`src/rtl/pts_pkg.sv`:
```
// Package for the periodic timer scheduler.
// Holds sizes, codes, item types and the records passed along the cell chain.
// No dependencies.
package pts_pkg;

  localparam int NUM_TIMERS = 16;
  localparam int IDX_W      = (NUM_TIMERS > 1) ? $clog2(NUM_TIMERS) : 1;
  localparam int TGT_W      = 4;
  localparam int HANDLE_W   = 4;
  localparam int TIME_W     = 64;
  localparam int CMP_W      = (IDX_W > TGT_W) ? IDX_W : TGT_W;

  typedef enum logic [1:0] {
    ACT_ADD  = 2'd0,
    ACT_KILL = 2'd1,
    ACT_TICK = 2'd2
  } action_t;

  typedef enum logic [2:0] {
    ST_ADDED   = 3'd0,
    ST_FULL    = 3'd1,
    ST_REFUSED = 3'd2,
    ST_KILLED  = 3'd3,
    ST_FIRED   = 3'd4,
    ST_IDLE    = 3'd5
  } status_t;

  typedef enum logic [1:0] {
    S_IDLE,
    S_SCAN,
    S_DONE
  } ctrl_state_t;

  typedef struct packed {
    action_t           action;
    logic [TGT_W-1:0]  target_slot;
    logic [TIME_W-1:0] first_expiry;
    logic [TIME_W-1:0] repeat_period;
    logic [TIME_W-1:0] current_time;
  } in_item_t;

  typedef struct packed {
    status_t             status;
    logic [HANDLE_W-1:0] handle;
  } out_item_t;

  // Record handed from cell to cell as the scan wave moves down the row.
  typedef struct packed {
    logic              token;   // wave is at this point of the chain
    logic              hit;     // slot claimed (add) or best candidate found (tick)
    logic [IDX_W-1:0]  idx;
    logic [TIME_W-1:0] expiry;
  } carry_t;

  // Item controls seen by every cell at once.
  typedef struct packed {
    action_t           action;
    logic              add_en;
    logic [TGT_W-1:0]  target;
    logic [TIME_W-1:0] expiry;
    logic [TIME_W-1:0] period;
    logic              fire_en;
    logic [IDX_W-1:0]  fire_idx;
  } bcast_t;

  function automatic logic [HANDLE_W-1:0] to_handle(input logic [IDX_W-1:0] idx);
    logic [31:0] w;
    w = 32'(idx);
    return w[HANDLE_W-1:0];
  endfunction

endpackage

```
`src/rtl/pts_cell.sv`:
```
// One timer slot of the scheduler chain: valid bit, expiry and period.
// Registers the carry record toward the next cell. Depends on pts_pkg.
module pts_cell import pts_pkg::*; (
  input  logic             clk,
  input  logic             rst,
  input  logic [IDX_W-1:0] cell_idx,
  input  bcast_t           bcast,
  input  carry_t           carry_in,
  output carry_t           carry_out
);

  logic              valid;
  logic [TIME_W-1:0] expiry;
  logic [TIME_W-1:0] period;
  carry_t            carry_next;
  logic              claim;
  logic              kill_me;
  logic              better;
  logic              fire_me;

  always_comb begin
    claim   = carry_in.token && bcast.action == ACT_ADD && bcast.add_en
              && !valid && !carry_in.hit;
    kill_me = carry_in.token && bcast.action == ACT_KILL
              && CMP_W'(cell_idx) == CMP_W'(bcast.target);
    better  = carry_in.token && bcast.action == ACT_TICK && valid
              && (!carry_in.hit || expiry < carry_in.expiry);
    fire_me = bcast.fire_en && bcast.fire_idx == cell_idx;

    carry_next = carry_in;
    if (claim || better) begin
      carry_next.hit    = 1'b1;
      carry_next.idx    = cell_idx;
      carry_next.expiry = expiry;
    end
  end

  always_ff @(posedge clk) begin
    carry_out.hit    <= carry_next.hit;
    carry_out.idx    <= carry_next.idx;
    carry_out.expiry <= carry_next.expiry;
    if (rst) begin
      valid           <= 1'b0;
      carry_out.token <= 1'b0;
    end else begin
      carry_out.token <= carry_next.token;
      if (claim) begin
        valid <= 1'b1;
      end else if (kill_me) begin
        valid <= 1'b0;
      end
    end
  end

  always_ff @(posedge clk) begin
    if (claim) begin
      expiry <= bcast.expiry;
      period <= bcast.period;
    end else if (fire_me) begin
      expiry <= expiry + period;
    end
  end

endmodule

```
`config.mk`:
```
export PLATFORM = sky130hd
export DESIGN_NAME = pts_cell
export DESIGN_NICKNAME = d
export VERILOG_FILES = /design/src/rtl/pts_pkg.sv /design/src/rtl/pts_cell.sv
export SDC_FILE = /design/constraint.sdc
export NUM_CORES = 1
export LEC_CHECK = 0
export BUFFER_PORTS_ARGS = -buffer_cell sky130_fd_sc_hd__buf_2
export CORE_UTILIZATION = 50
export CTS_BUF_LIST = sky130_fd_sc_hd__clkbuf_8
export DETAILED_ROUTE_END_ITERATION = 8
export PLACE_DENSITY = 0.77
export SLEW_MARGIN = 5
export SYNTH_ARGS = -nofsm -noshare
export SYNTH_HDL_FRONTEND = slang
export SYNTH_SLANG_ARGS = --single-unit
```
`constraint.sdc`:
```
create_clock -name clk -period 23 [get_ports clk]
set_clock_uncertainty 0.1 [all_clocks]
set_input_delay 4.6 -clock clk [delete_from_list [all_inputs] [get_ports clk]]
set_output_delay 4.6 -clock clk [all_outputs]
set_load 0.005 [all_outputs]
```
==> run metrics <==
outcome finished clean; I/O Buffers 285; sw frac 0.2896; post-route insts no fill 1822; Simple-Gate Fraction of Synth Area 0.1051; post-cts sizing count 0; crit-path max FO 68; clock root buffer clkbuf_8; syn_area_per_cell 10.11 um^2; min cycle time layout 7551 ps; most common cell after layout, fill and taps aside buf_2; worst setup path class in -> reg; placer's final routability congestion estimate 0.8758; Post CTS Setup Buffer Count 0; Critical Path Start carry_in[30]; initial core utilization 0.5096; remaining global-route overflow 0; Yosys reg bits 199; # H-tree levels 4; largest net degree at the start of global routing 69; first-pass GRT wire length 51580 um; mux share of post-synthesis cell area 0.06844; Primary FF master, synth edfxtp_1; worst reg-to-reg setup slack 19150 ps; post-DP HPWL 24760 um; Seq/Total Area, Yosys 0.4260; Max-cap violations 0; largest cells by area after synthesis edfxtp_1, ha_1, dfxtp_1; combinational family with the most area after synthesis compound AO/OA/AOI/OAI gates; Pleak 6.583 nW; maximum clock path buffer count 2; RR Startpoint expiry[31]; Fin Setup TNS 0 ps; Reg2Reg Depth 12; compound-gate portion of the synthesized area 0.1807; Hold Buf Count CTS 0; Final Setup Violations 0; internal power 0.5366 mW; Clk Latency, worst-skew pair 500 ps; final cycle utilization of the critical path 0.3283; Core Area 24250 um^2; Multi-input gate area 6601 um^2; Clk pin slew, worst setup/hold paths 110 ps; max-slew headroom at the worst pin 0.2783; Diodes inserted 0; cell family contributing the most delay on the critical path buffers and inverters; number of global-route vias before repair 10150; Fillers 2104; # DRC 0; Worst setup endpoint carry_out[0]; Hold WC Path Type reg -> reg; Post-synth EDFFs 128; Final Hold Fails 0; fmax 132.4 MHz; Arrival @ worst endpoint 7830 ps; RSZ-0062 raised after global routing no; Seq pwr share 0.533; Design Power 0.7554 mW; net count after synthesis 1565; Worst path slowest cell buf_4; Post-Synth Adder-Cell Area 0.1292; 1st-iter DRT viols 1020; Worst path depth 14; Startpoint Class input pin; TritonCTS clock tree done; worst path cell trace buf_2 > inv_1 > ha_1 > nand4_1 > nor2_1 > nand3_1 > nor3_1 > a211oi_1 > o211a_1 > o31ai_1 > o2111ai_1 > a21oi_4 > buf_4 > mux2_2; CP Capture Type flop; num rows 57; Req. time, crit path 23280 ps; XOR/XNOR Fraction of Synth Area 0.04890; Synth cell types 64; pwr dens 52.38 nW/um^2; Initial DRT Pass Iterations 5; initial antenna violation count 0; WP buf/inv 3; Die X 159.2 um; Final Routed Wirelength 32580 um; Final Slew Violations 0; io pins 286; Peak VDD IR 0.00003364 V; clock sink count 199; clock network power share 0.298; ratio of cells with drive above 1 in the final layout 0.2744; vias per cell 5.611; Area growth syn-to-layout 16.69%; top-area cell type share of the netlist area 0.3110; dpl cells 1790; post-synthesis cell count 1222; most frequent cells in the layout buf_2, a21oi_1, edfxtp_1; total clock buffers created by CTS 17; final antenna-violating net count 0; via count 10223; CP peak stage delay 830 ps; r2r endpoint carry_out[0]; Cell Area, Synth 12360 um^2; total global-route track usage 0.2589; leading area contributor after synthesis edfxtp_1; Die Ht 159.2 um; register area 5265 um^2; WL per Instance 17.88 um; Die Area 25350 um^2; Worst-Margin Slew 1083 ps; Async SR Flop Fraction 0; Switch Pwr 0.2188 mW; Synthesis Warnings 0; Layout Nets 1828; Comb pwr share 0.169
-- cell usage after synthesis, types with 4 or more instances --
cell / n
a21oi_1: 130
edfxtp_1: 128
ha_1: 126
nor2_1: 96
inv_1: 82
nand2_1: 73
dfxtp_1: 71
a21o_1: 62
o21ai_0: 55
mux2_2: 48
xnor2_1: 38
clkbuf_1: 34
xor2_1: 31
nand4_1: 29
mux2_4: 19
nand3_1: 19
o21ai_1: 16
nor3_1: 15
o21bai_1: 15
a31oi_1: 11
nor2b_1: 10
buf_2: 9
o31ai_1: 8
a211oi_1: 7
and3_1: 7
nand2b_1: 7
and2_1: 6
a21boi_0: 4
a41oi_1: 4
nor4_1: 4
-- sequential cells by signal, indices dropped and copies added, names as in the netlist --
signal     cells
valid          1
carry_out     70
expiry        64
period        64
-- layout make-up --
| cell class | count | area share |
|---|---|---|
| inverter | 82 | 0.02143 |
| timing repair buffer | 290 | 0.1015 |
| sequential | 199 | 0.3651 |
| multi-input combinational | 895 | 0.4578 |
| tap | 324 | 0.02811 |
| clock inverter | 15 | 0.009805 |
| clock buffer | 17 | 0.01623 |
-- how the worst min path moves through the flow --
stage | depth (start not counted) | startpoint | endpoint | slack, ps
global route | 2 | valid | valid | 470
global placement | 2 | valid | valid | 410
floorplan | 2 | valid | valid | 370
detailed placement | 2 | valid | valid | 420
finish | 2 | valid | valid | 460
CTS | 2 | valid | valid | 440
-- through the flow --
stage,worst slack (ps),hold WS (ps),util,cell area [um^2]
global placement,15110,409.0,0.5792,14040
CTS,15470,442.8,0.5947,14420
finish,15450,455.7,0.5947,14420
detailed placement,14930,423.6,0.5792,14040
global route,15210,472.5,0.5947,14420
floorplan,10920,369.1,-,12360
-- power by group through the flow --
| stage | logic (mW) | clock network [mW] | registers, mW |
|---|---|---|---|
| 5_1_grt | 0.142 | 0.241 | 0.404 |
| 2_1_floorplan | 0.0766 | 0 | 0.411 |
| 4_1_cts | 0.128 | 0.230 | 0.403 |
| 6_report | 0.128 | 0.225 | 0.402 |
| 3_3_place_gp | 0.123 | 0 | 0.410 |
| 3_5_place_dp | 0.126 | 0 | 0.411 |
-- worst min-delay path: stages, from the launching register on --
cell and delay [ps]:
dfxtp_1 360, o31ai_1 90, a21oi_1 80
-- layer usage --
layer | vias up | routed length, um | GRT usage
met5 | - | 0 | 0
met4 | 0 | 856 | 0.09659
met3 | 52 | 2285 | 0.05418
met2 | 401 | 14820 | 0.4183
met1 | 4783 | 14610 | 0.3422
li1 | 4987 | - | -
-- cells by family (layout without fill, tap and decap cells) --
family | Yosys count | count (layout)
AOI/OAI and AO/OA | 350 | 350
and+or+nand+nor | 280 | 280
DFF | 199 | 199
buffers and inverters | 128 | 404
adders and majority gates | 127 | 127
xor gates and xnor gates | 69 | 69
muxes | 69 | 69
Power figures use the tool's default switching activity.
