## src/rtl/pts_pkg.sv

```systemverilog
// Package for the periodic timer scheduler.
// Holds sizes, codes, item types and the records passed along the cell chain.
// No dependencies.
package pts_pkg;

  localparam int NUM_TIMERS = 16;
  localparam int IDX_W      = (NUM_TIMERS > 1) ? $clog2(NUM_TIMERS) : 1;
  localparam int TGT_W      = 4;
  localparam int HANDLE_W   = 4;
  localparam int TIME_W     = 64;
  localparam int CMP_W      = (IDX_W > TGT_W) ? IDX_W : TGT_W;

  typedef enum logic [1:0] {
    ACT_ADD  = 2'd0,
    ACT_KILL = 2'd1,
    ACT_TICK = 2'd2
  } action_t;

  typedef enum logic [2:0] {
    ST_ADDED   = 3'd0,
    ST_FULL    = 3'd1,
    ST_REFUSED = 3'd2,
    ST_KILLED  = 3'd3,
    ST_FIRED   = 3'd4,
    ST_IDLE    = 3'd5
  } status_t;

  typedef enum logic [1:0] {
    S_IDLE,
    S_SCAN,
    S_DONE
  } ctrl_state_t;

  typedef struct packed {
    action_t           action;
    logic [TGT_W-1:0]  target_slot;
    logic [TIME_W-1:0] first_expiry;
    logic [TIME_W-1:0] repeat_period;
    logic [TIME_W-1:0] current_time;
  } in_item_t;

  typedef struct packed {
    status_t             status;
    logic [HANDLE_W-1:0] handle;
  } out_item_t;

  // Record handed from cell to cell as the scan wave moves down the row.
  typedef struct packed {
    logic              token;   // wave is at this point of the chain
    logic              hit;     // slot claimed (add) or best candidate found (tick)
    logic [IDX_W-1:0]  idx;
    logic [TIME_W-1:0] expiry;
  } carry_t;

  // Item controls seen by every cell at once.
  typedef struct packed {
    action_t           action;
    logic              add_en;
    logic [TGT_W-1:0]  target;
    logic [TIME_W-1:0] expiry;
    logic [TIME_W-1:0] period;
    logic              fire_en;
    logic [IDX_W-1:0]  fire_idx;
  } bcast_t;

  function automatic logic [HANDLE_W-1:0] to_handle(input logic [IDX_W-1:0] idx);
    logic [31:0] w;
    w = 32'(idx);
    return w[HANDLE_W-1:0];
  endfunction

endpackage

```

## src/rtl/pts_ctrl.sv

```systemverilog
// Controller of the scheduler: handshakes, config register, wave launch,
// result decision and re-arm request. Depends on pts_pkg.
module pts_ctrl import pts_pkg::*; (
  input  logic      clk,
  input  logic      rst,
  input  logic      in_valid,
  output logic      in_ready,
  input  in_item_t  in_data,
  output logic      out_valid,
  input  logic      out_ready,
  output out_item_t out_data,
  input  logic      cfg_valid,
  output logic      cfg_ready,
  input  logic      cfg_data,
  output bcast_t    bcast,
  output carry_t    inject,
  input  carry_t    chain_end
);

  ctrl_state_t       state, state_next;
  in_item_t          item;
  logic              refused;
  logic              add_en;
  logic [TIME_W-1:0] clamp_exp;
  logic              fire_en;
  logic [IDX_W-1:0]  fire_idx;
  out_item_t         res, res_next;
  logic              fire_next;
  logic              accept;
  logic              load_out;

  // next state
  always_comb begin
    state_next = state;
    case (state)
      S_IDLE:  if (accept) state_next = S_SCAN;
      S_SCAN:  if (chain_end.token) state_next = S_DONE;
      S_DONE:  if (load_out) state_next = S_IDLE;
      default: state_next = S_IDLE;
    endcase
  end

  // outputs
  always_comb begin
    in_ready  = state == S_IDLE;
    cfg_ready = 1'b1;
    accept    = in_valid && in_ready;
    load_out  = state == S_DONE && (!out_valid || out_ready);
  end

  // result decision at the chain end
  always_comb begin
    res_next  = '{status: ST_IDLE, handle: '0};
    fire_next = 1'b0;
    case (item.action)
      ACT_ADD: begin
        if (chain_end.hit) begin
          res_next = '{status: ST_ADDED, handle: to_handle(chain_end.idx)};
        end else if (!add_en) begin
          res_next.status = ST_REFUSED;
        end else begin
          res_next.status = ST_FULL;
        end
      end
      ACT_KILL: begin
        res_next = '{status: ST_KILLED, handle: item.target_slot};
      end
      ACT_TICK: begin
        if (chain_end.hit && chain_end.expiry <= item.current_time) begin
          res_next  = '{status: ST_FIRED, handle: to_handle(chain_end.idx)};
          fire_next = 1'b1;
        end
      end
      default: res_next = '{status: ST_IDLE, handle: '0};
    endcase
  end

  always_comb begin
    bcast.action   = item.action;
    bcast.add_en   = add_en;
    bcast.target   = item.target_slot;
    bcast.expiry   = clamp_exp;
    bcast.period   = item.repeat_period;
    bcast.fire_en  = fire_en;
    bcast.fire_idx = fire_idx;
  end

  always_ff @(posedge clk) begin
    inject.hit    <= 1'b0;
    inject.idx    <= '0;
    inject.expiry <= '0;
    if (rst) begin
      state        <= S_IDLE;
      refused      <= 1'b0;
      inject.token <= 1'b0;
      fire_en      <= 1'b0;
      out_valid    <= 1'b0;
    end else begin
      state        <= state_next;
      inject.token <= accept;
      fire_en      <= state == S_SCAN && chain_end.token && fire_next;
      if (cfg_valid && cfg_ready) begin
        refused <= cfg_data;
      end
      if (load_out) begin
        out_valid <= 1'b1;
      end else if (out_ready) begin
        out_valid <= 1'b0;
      end
    end
  end

  always_ff @(posedge clk) begin
    if (accept) begin
      item      <= in_data;
      add_en    <= !refused;
      clamp_exp <= (in_data.first_expiry < in_data.current_time) ?
                   in_data.current_time : in_data.first_expiry;
    end
    if (state == S_SCAN && chain_end.token) begin
      res      <= res_next;
      fire_idx <= chain_end.idx;
    end
    if (load_out) begin
      out_data <= res;
    end
  end

  a_end_in_scan: assert property (@(posedge clk) disable iff (rst)
    chain_end.token |-> state == S_SCAN)
    else $error("chain end token outside scan");

  a_launch: assert property (@(posedge clk) disable iff (rst)
    accept |=> inject.token && state == S_SCAN)
    else $error("accepted item did not launch a wave");

  a_fire_done: assert property (@(posedge clk) disable iff (rst)
    fire_en |-> state == S_DONE)
    else $error("re-arm outside result state");

  a_no_accept_busy: assert property (@(posedge clk) disable iff (rst)
    (state == S_SCAN || state == S_DONE) |-> !in_ready)
    else $error("input ready while an item is in flight");

endmodule

```

## config.mk

```make
export PLATFORM = sky130hd
export DESIGN_NAME = pts_ctrl
export DESIGN_NICKNAME = d
export VERILOG_FILES = /design/src/rtl/pts_pkg.sv /design/src/rtl/pts_ctrl.sv
export SDC_FILE = /design/constraint.sdc
export NUM_CORES = 1
export LEC_CHECK = 0
export ABC_AREA = 1
export BUFFER_PORTS_ARGS = -buffer_cell sky130_fd_sc_hd__buf_2
export CORE_AREA = 2 2 194 196
export CTS_CLUSTER_SIZE = 25
export DETAILED_ROUTE_END_ITERATION = 8
export DIE_AREA = 0 0 196 198
export PLACE_DENSITY = 0.6
export SLEW_MARGIN = 30
export SYNTH_ARGS = -nofsm -noshare
export SYNTH_HDL_FRONTEND = slang
export SYNTH_SLANG_ARGS = --single-unit
```

## constraint.sdc

```tcl
create_clock -name clk -period 12.65 [get_ports clk]
set_input_delay 2.53 -clock clk [delete_from_list [all_inputs] [get_ports clk]]
set_output_delay 2.53 -clock clk [all_outputs]
set_load 0.01 [all_outputs]
```

==> impl_metrics.csv, run 1 <==
group,metric,value,unit
timing,finalClockSkew,18.9,ps
cells_and_area,layout.nets,1930,
worst_setup_path,timing.critical_path.to_type,"flop",
logic_synthesis,post_synth_main_area_contributors,"edfxtp_1, ha_1, buf_4, nand2_1, inv_1",
clock_tree,clkLatencyLatePin,530,ps
min_path,worstHoldPathType,"reg2reg",
timing,max_transition_margin,35.7,%
worst_setup_path,worst_ep_arrival_time,5410,ps
timing,setup-tns-final,0,ps
worst_setup_path,worst_path_buffer_plus_inverter_count,4,
place,gp_congestion,0.787,
logic_synthesis,netlist_area,12700,µm²
timing,setup_viol_count_final,0,
cells_and_area,layout-drive-gt1-share,34.8,%
timing,timing_worst_slew_pin_value,965,ps
logic_synthesis,synth_edf_count,217,
die,chipHeight,198,µm
cells_and_area,area_taken_by_flip_flops_and_latches,6640,µm²
die,die-area,38800,µm²
timing,finalCritPeriodShare,39.7,%
die,boundaryPins,494,
timing,timing.fmax,0.199,GHz
route,drc,0,
clock_tree,postCtsSetupBuffers,0,
global_route,final_global_route_overflow_total,0,
worst_setup_path,cp_data_required_time,13040,ps
route,first_iter_violations,318,
min_path,count_of_cells_along_the_worst_hold_path,0,
clock_tree,cts_num_sinks,223,
route,drt_wl_total,32.8,mm
cells_and_area,num-fill-cells,3583,
clock_tree,root_buffer,"clkbuf_16",
timing,fin_crit,5020,ps
worst_setup_path,cpPeakStageDelay,840,ps
global_route,number_of_antenna_violations_at_the_first_check_in_global_routing,14,
worst_setup_path,rr_worst_depth,15,
worst_setup_path,crit_path_start_kind,"primary input",
clock_tree,cts_resized,0,
timing,hold_ws,424,ps
power,power-per-cell-area,129,nW/µm²
worst_setup_path,critPathKind,"in2reg",
logic_synthesis,post_synth_num_cell_types,38,
die,die_w,196,µm
clock_tree,cts_max_path_buffers,3,
logic_synthesis,postSynth.topFlopCell,"edfxtp_1",
logic_synthesis,largest_area_contributor_in_the_netlist,"edfxtp_1",
route,detail-route-antenna-nets,0,
route,detailroute.via_count,8919,
worst_setup_path,timing.critical_path.slowest_stage_cell,"buf_4",
worst_setup_path,cpLargestDelayFamily,"buffers and inverters",
global_route,groute.usage.overall,16.4,%
clock_tree,post_cts_hold_buffer_count,0,
global_route,grt_pass1_vias,8963,
cells_and_area,areaGrowthSynthToFinish,20.0,%
die,num_rows,71,
flow_run,drv_cap,0,
timing,grt_setup_unrepaired,"false",
worst_setup_path,cell_depth_of_the_worst_setup_path,13,
route,routed_via_density,4.40,
power,p_leak,7.58,nW
clock_tree,cts_tree,"done",
clock_tree,numCtsBuffers,26,
logic_synthesis,yosys.cell_count.top_type,"nand2_1",
die,initial_utilization,34.3,%
clock_tree,clk_transition_reported_paths,60,ps
worst_setup_path,path_cells,"buf_2 -> inv_1 -> ha_1 -> nand2_1 -> inv_1 -> o21ai_1 -> a21boi_1 -> o21bai_1 -> a21oi_2 -> nor2_4 -> buf_4 -> nand3_2 -> nand2_1",
logic_synthesis,yosysWarnings,0,
logic_synthesis,synth-seq-cells,223,
timing,final-max-slew-violation-count,0,
die,placeableCoreArea,37000,µm²
cells_and_area,multiInputGateArea,4360,µm²
power,irDropWorstVdd,0.0770,mV
worst_setup_path,largest_fanout_of_any_net_on_the_critical_path,49,
logic_synthesis,yosys.area.top_type_share,51.4,%
logic_synthesis,syn-mean-instance-area,10.8,µm²
place,post-dp-hpwl,25.8,mm
logic_synthesis,synth.yosys.seq_area_share,52.4,%
logic_synthesis,syn-instance-count,1170,
logic_synthesis,yosys-top-cells-count,"nand2_1, edfxtp_1, inv_1",
status,outcome,"finished, final reports clean",
clock_tree,htree_num_levels,1,
route,post_drt_wl_per_cell,16.2,µm
global_route,grt_max_degree,129,
place,port_buffers,423,
logic_synthesis,synth-async-reset-ratio,0,%
route,drtPass1Iterations,5,
global_route,global_route_wire_length_before_repair,48.8,mm
timing,finalHoldViolCount,0,
-- layout make-up --
cell class                      count  area share, %
Antenna cell                        7          0.115
Tap cell                          474           3.90
Sequential cell                   223           43.6
Clock buffer                       30           4.52
Timing Repair Buffer              426           14.1
Clock inverter                     13          0.987
Multi-Input combinational cell    687           28.6
Inverter                          165           4.12
-- path summary, 6_finish.rpt --
check,from,to,slack (ps)
worst min-delay path,res[6],out_data[6],420
worst max register to register,item[11],res[1],10120
worst max-delay path,in_data[33],clamp_exp[11],7630
worst min register to register,res[6],out_data[6],420
-- flip-flops by register name, summed over array words and instances (netlist names) --
name and cells:
add_en 1, bcast 70, clamp_exp 64, fire_en 1, fire_idx 4, inject 1, item 64, out_data 7
out_valid 1, refused 1, res 7, state 2
-- placed cells by master, fill, tap and decap left out, types with 3 or more instances in the layout --
cell and count:
a21oi_1 66, buf_2 423, bufinv_16 3, clkbuf_1 3, clkbuf_16 27, clkinv_2 5
clkinvlp_4 3, conb_1 70, dfxtp_1 6, diode_2 7, edfxtp_1 217, ha_1 127
inv_1 164, nand2_1 248, nand3_1 24, nand3_2 60, nand4_1 8, nor2_1 32
nor3_1 5, o21a_1 7, o21ai_0 15, o21ai_1 5
-- per-stage QoR --
| step | utilization (%) | setup slack, ps | power (mW) | area [µm²] | std cells |
|---|---|---|---|---|---|
| 6_report | 41.2 | 7630 | 1.96 | 15200 | 2025 |
| 2_1_floorplan | - | 5640 | 1.13 | 12900 | 1238 |
| 5_1_grt | 41.1 | 7420 | 2.06 | 15200 | 2021 |
| 3_5_place_dp | 38.8 | 7040 | 1.23 | 14400 | 1975 |
| 4_1_cts | 41.1 | 7610 | 1.99 | 15200 | 2018 |
| 3_3_place_gp | 38.8 | 7110 | 1.22 | 14400 | 1975 |
-- report_power, final --
part	switching (mW)	total, mW	internal (mW)
registers	0.0152	0.896	0.881
clock network	0.302	0.749	0.447
logic	0.195	0.312	0.118
-- metal layers --
| metal | wire [µm] | up-vias | GRT usage, % |
|---|---|---|---|
| li1 | - | 4434 | - |
| met1 | 12800 | 4089 | 18.6 |
| met2 | 15900 | 327 | 28.9 |
| met3 | 3250 | 55 | 5.93 |
| met4 | 726 | 14 | 5.08 |
| met5 | 101 | - | 0 |
-- kinds of logic after synthesis --
group                      count (synthesis)  synth area share, %
and+or+nand+nor                          390                 15.5
adders and majority gates                127                 12.5
buffers and inverters                    328                 15.3
DFF                                      223                 52.4
AOI/OAI and AO/OA                        100                 4.25
other                                      2               0.0593
Power figures use the tool's default switching activity.
==> inputs of run 2 (changes only) <==
- CORE_AREA: 2 2 194 196 -> 2 2 192 194
- DIE_AREA: 0 0 196 198 -> 0 0 194 196
- PLACE_DENSITY: 0.6 -> 0.63
- clock period: 12.65 -> 4 ns (I/O delays scaled with it)
==> run 2 against run 1 <==
Largest cell class unchanged; via count up 0.75%; critical path type unchanged; highest routed layer unchanged; count of clock-buffer cells in the layout up 5; wire length down 0.78%; critical path depth down 1; combinational power rose to 3.2 times the previous value.
==> impl_metrics.csv, run 2 (synthesis gave the netlist of run 1 again) <==
group,metric,value,unit
worst_setup_path,largest_fanout_of_any_net_on_the_critical_path,40,
die,die-area,38000,µm²
clock_tree,postCtsSetupBuffers,0,
worst_setup_path,timing.critical_path.to_type,"flop",
worst_setup_path,path_cells,"buf_2 -> inv_1 -> ha_1 -> nand2_1 -> nor2_1 -> nand4_1 -> nor3_2 -> nand2_4 -> nand2_4 -> buf_12 -> nand2_1 -> nand2_1",
cells_and_area,largest_register_ffs,70,
clock_tree,htree_num_levels,1,
worst_setup_path,cp_common_cell,"nand2_1",
worst_setup_path,worst_path_buffer_plus_inverter_count,3,
route,drc,0,
power,p_leak,7.63,nW
clock_tree,post_cts_hold_buffer_count,0,
power,power_report.internal_total,4.57,mW
route,drt_wl_total,32.5,mm
worst_setup_path,timing.critical_path.slowest_stage_cell,"nor3_2",
cells_and_area,areaGrowthSynthToFinish,20.8,%
min_path,count_of_cells_along_the_worst_hold_path,0,
worst_setup_path,critPathKind,"in2reg",
clock_tree,root_buffer,"clkbuf_16",
timing,final-max-slew-violation-count,0,
worst_setup_path,crit_path_start_kind,"primary input",
timing,hold_ws,420,ps
die,placeableCoreArea,36100,µm²
place,gp_congestion,0.809,
global_route,global_route_wire_length_before_repair,49.1,mm
die,die_w,194,µm
place,placed_cells_incl_taps,1973,
route,post_drt_wl_per_cell,16.0,µm
power,p_sw,1.65,mW
power,power.share.combinational,16.2,%
clock_tree,cts_tree,"done",
power,seq_power_share,45.5,%
timing,max_transition_margin,40.2,%
route,drtPass1Iterations,4,
worst_setup_path,cpPeakStageDelay,330,ps
clock_tree,cts_max_path_buffers,3,
global_route,groute.usage.overall,16.5,%
route,first_iter_violations,409,
clock_tree,cts_resized,0,
flow_run,drv_cap,0,
status,outcome,"finished, final reports clean",
worst_setup_path,cell_depth_of_the_worst_setup_path,12,
clock_tree,numCtsBuffers,27,
clock_tree,cts_num_sinks,223,
timing,finalClockSkew,23.3,ps
die,num_rows,70,
global_route,number_of_antenna_violations_at_the_first_check_in_global_routing,8,
place,post-dp-hpwl,25.6,mm
timing,setup_viol_count_final,0,
cells_and_area,post_layout_nonfiller_instances,2027,
timing,timing.fmax,0.370,GHz
die,initial_utilization,35.1,%
cells_and_area,layout.cells.most_common,"buf_2",
power,irDropWorstVdd,0.266,mV
route,routed_via_density,4.43,
route,detail-route-antenna-nets,0,
cells_and_area,layout.cells.most_common_list,"buf_2, nand2_1, edfxtp_1",
timing,finalHoldViolCount,0,
power,power-per-cell-area,406,nW/µm²
timing,grt_setup_unrepaired,"false",
worst_setup_path,rr_worst_depth,4,
global_route,grt_pass1_vias,8945,
worst_setup_path,cpLargestDelayFamily,"simple AND/OR/NAND/NOR gates",
route,detailroute.via_count,8986,
global_route,final_global_route_overflow_total,0,
clock_tree,clk_transition_reported_paths,60,ps
cells_and_area,layout-drive-gt1-share,35.2,%
place,port_buffers,423,
cells_and_area,layout.nets,1935,
timing,fin_crit,2700,ps
power,power,6.22,mW
worst_setup_path,cp_data_required_time,4420,ps
worst_setup_path,worst_ep_arrival_time,3120,ps
timing,timing_worst_slew_pin_value,890,ps
power,power.share.clock,38.3,%
cells_and_area,fin_util,42.4,%
global_route,grt_max_degree,105,
die,chipHeight,196,µm
clock_tree,clkLatencyLatePin,550,ps
timing,finalCritPeriodShare,67.6,%
min_path,worstHoldPathType,"reg2reg",
die,boundaryPins,494,
power,switching_share,26.5,%
run 2: power groups by stage:
stage	sequential [mW]	clock [mW]	combinational, mW
finish	2.83	2.38	1.01
global route	2.85	2.53	1.15
CTS	2.83	2.45	1.03
detailed placement	2.88	0	1.02
global placement	2.88	0	0.992
floorplan	2.92	0	0.646
run 2: routing by layer:
| metal | track usage [%] | vias to the layer above | routed length, µm |
|---|---|---|---|
| li1 | - | 4443 | - |
| met1 | 19.3 | 4132 | 13000 |
| met2 | 28.6 | 337 | 15800 |
| met3 | 4.74 | 64 | 2610 |
| met4 | 6.23 | 10 | 1040 |
| met5 | 0 | - | 62 |
run 2: stage by stage:
stage / setup TNS (ps) / instance area [µm²] / worst slack (ps)
floorplan: -40370 / 12900 / -203
global placement: 0 / 14400 / 722
detailed placement: 0 / 14400 / 642
CTS: 0 / 15300 / 1220
global route: 0 / 15300 / 1010
finish: 0 / 15300 / 1300
run 2: final cells by class:
cell class	count	area, µm²
fill	3446	20800
sequential	223	6640
multi-input combinational	687	4370
timing repair buffer	430	2210
clock buffer	35	757
inverter	165	623
tap	468	586
clock inverter	15	114
antenna	4	10.0
run 2: path summary, 6_finish.rpt:
| kind | to | start | slack (ps) |
|---|---|---|---|
| max reg2reg | clamp_exp[26] | state[0] | 1540 |
| min reg2reg | out_data[6] | res[6] | 420 |
| min | out_data[6] | res[6] | 420 |
| max | clamp_exp[47] | in_data[39] | 1300 |
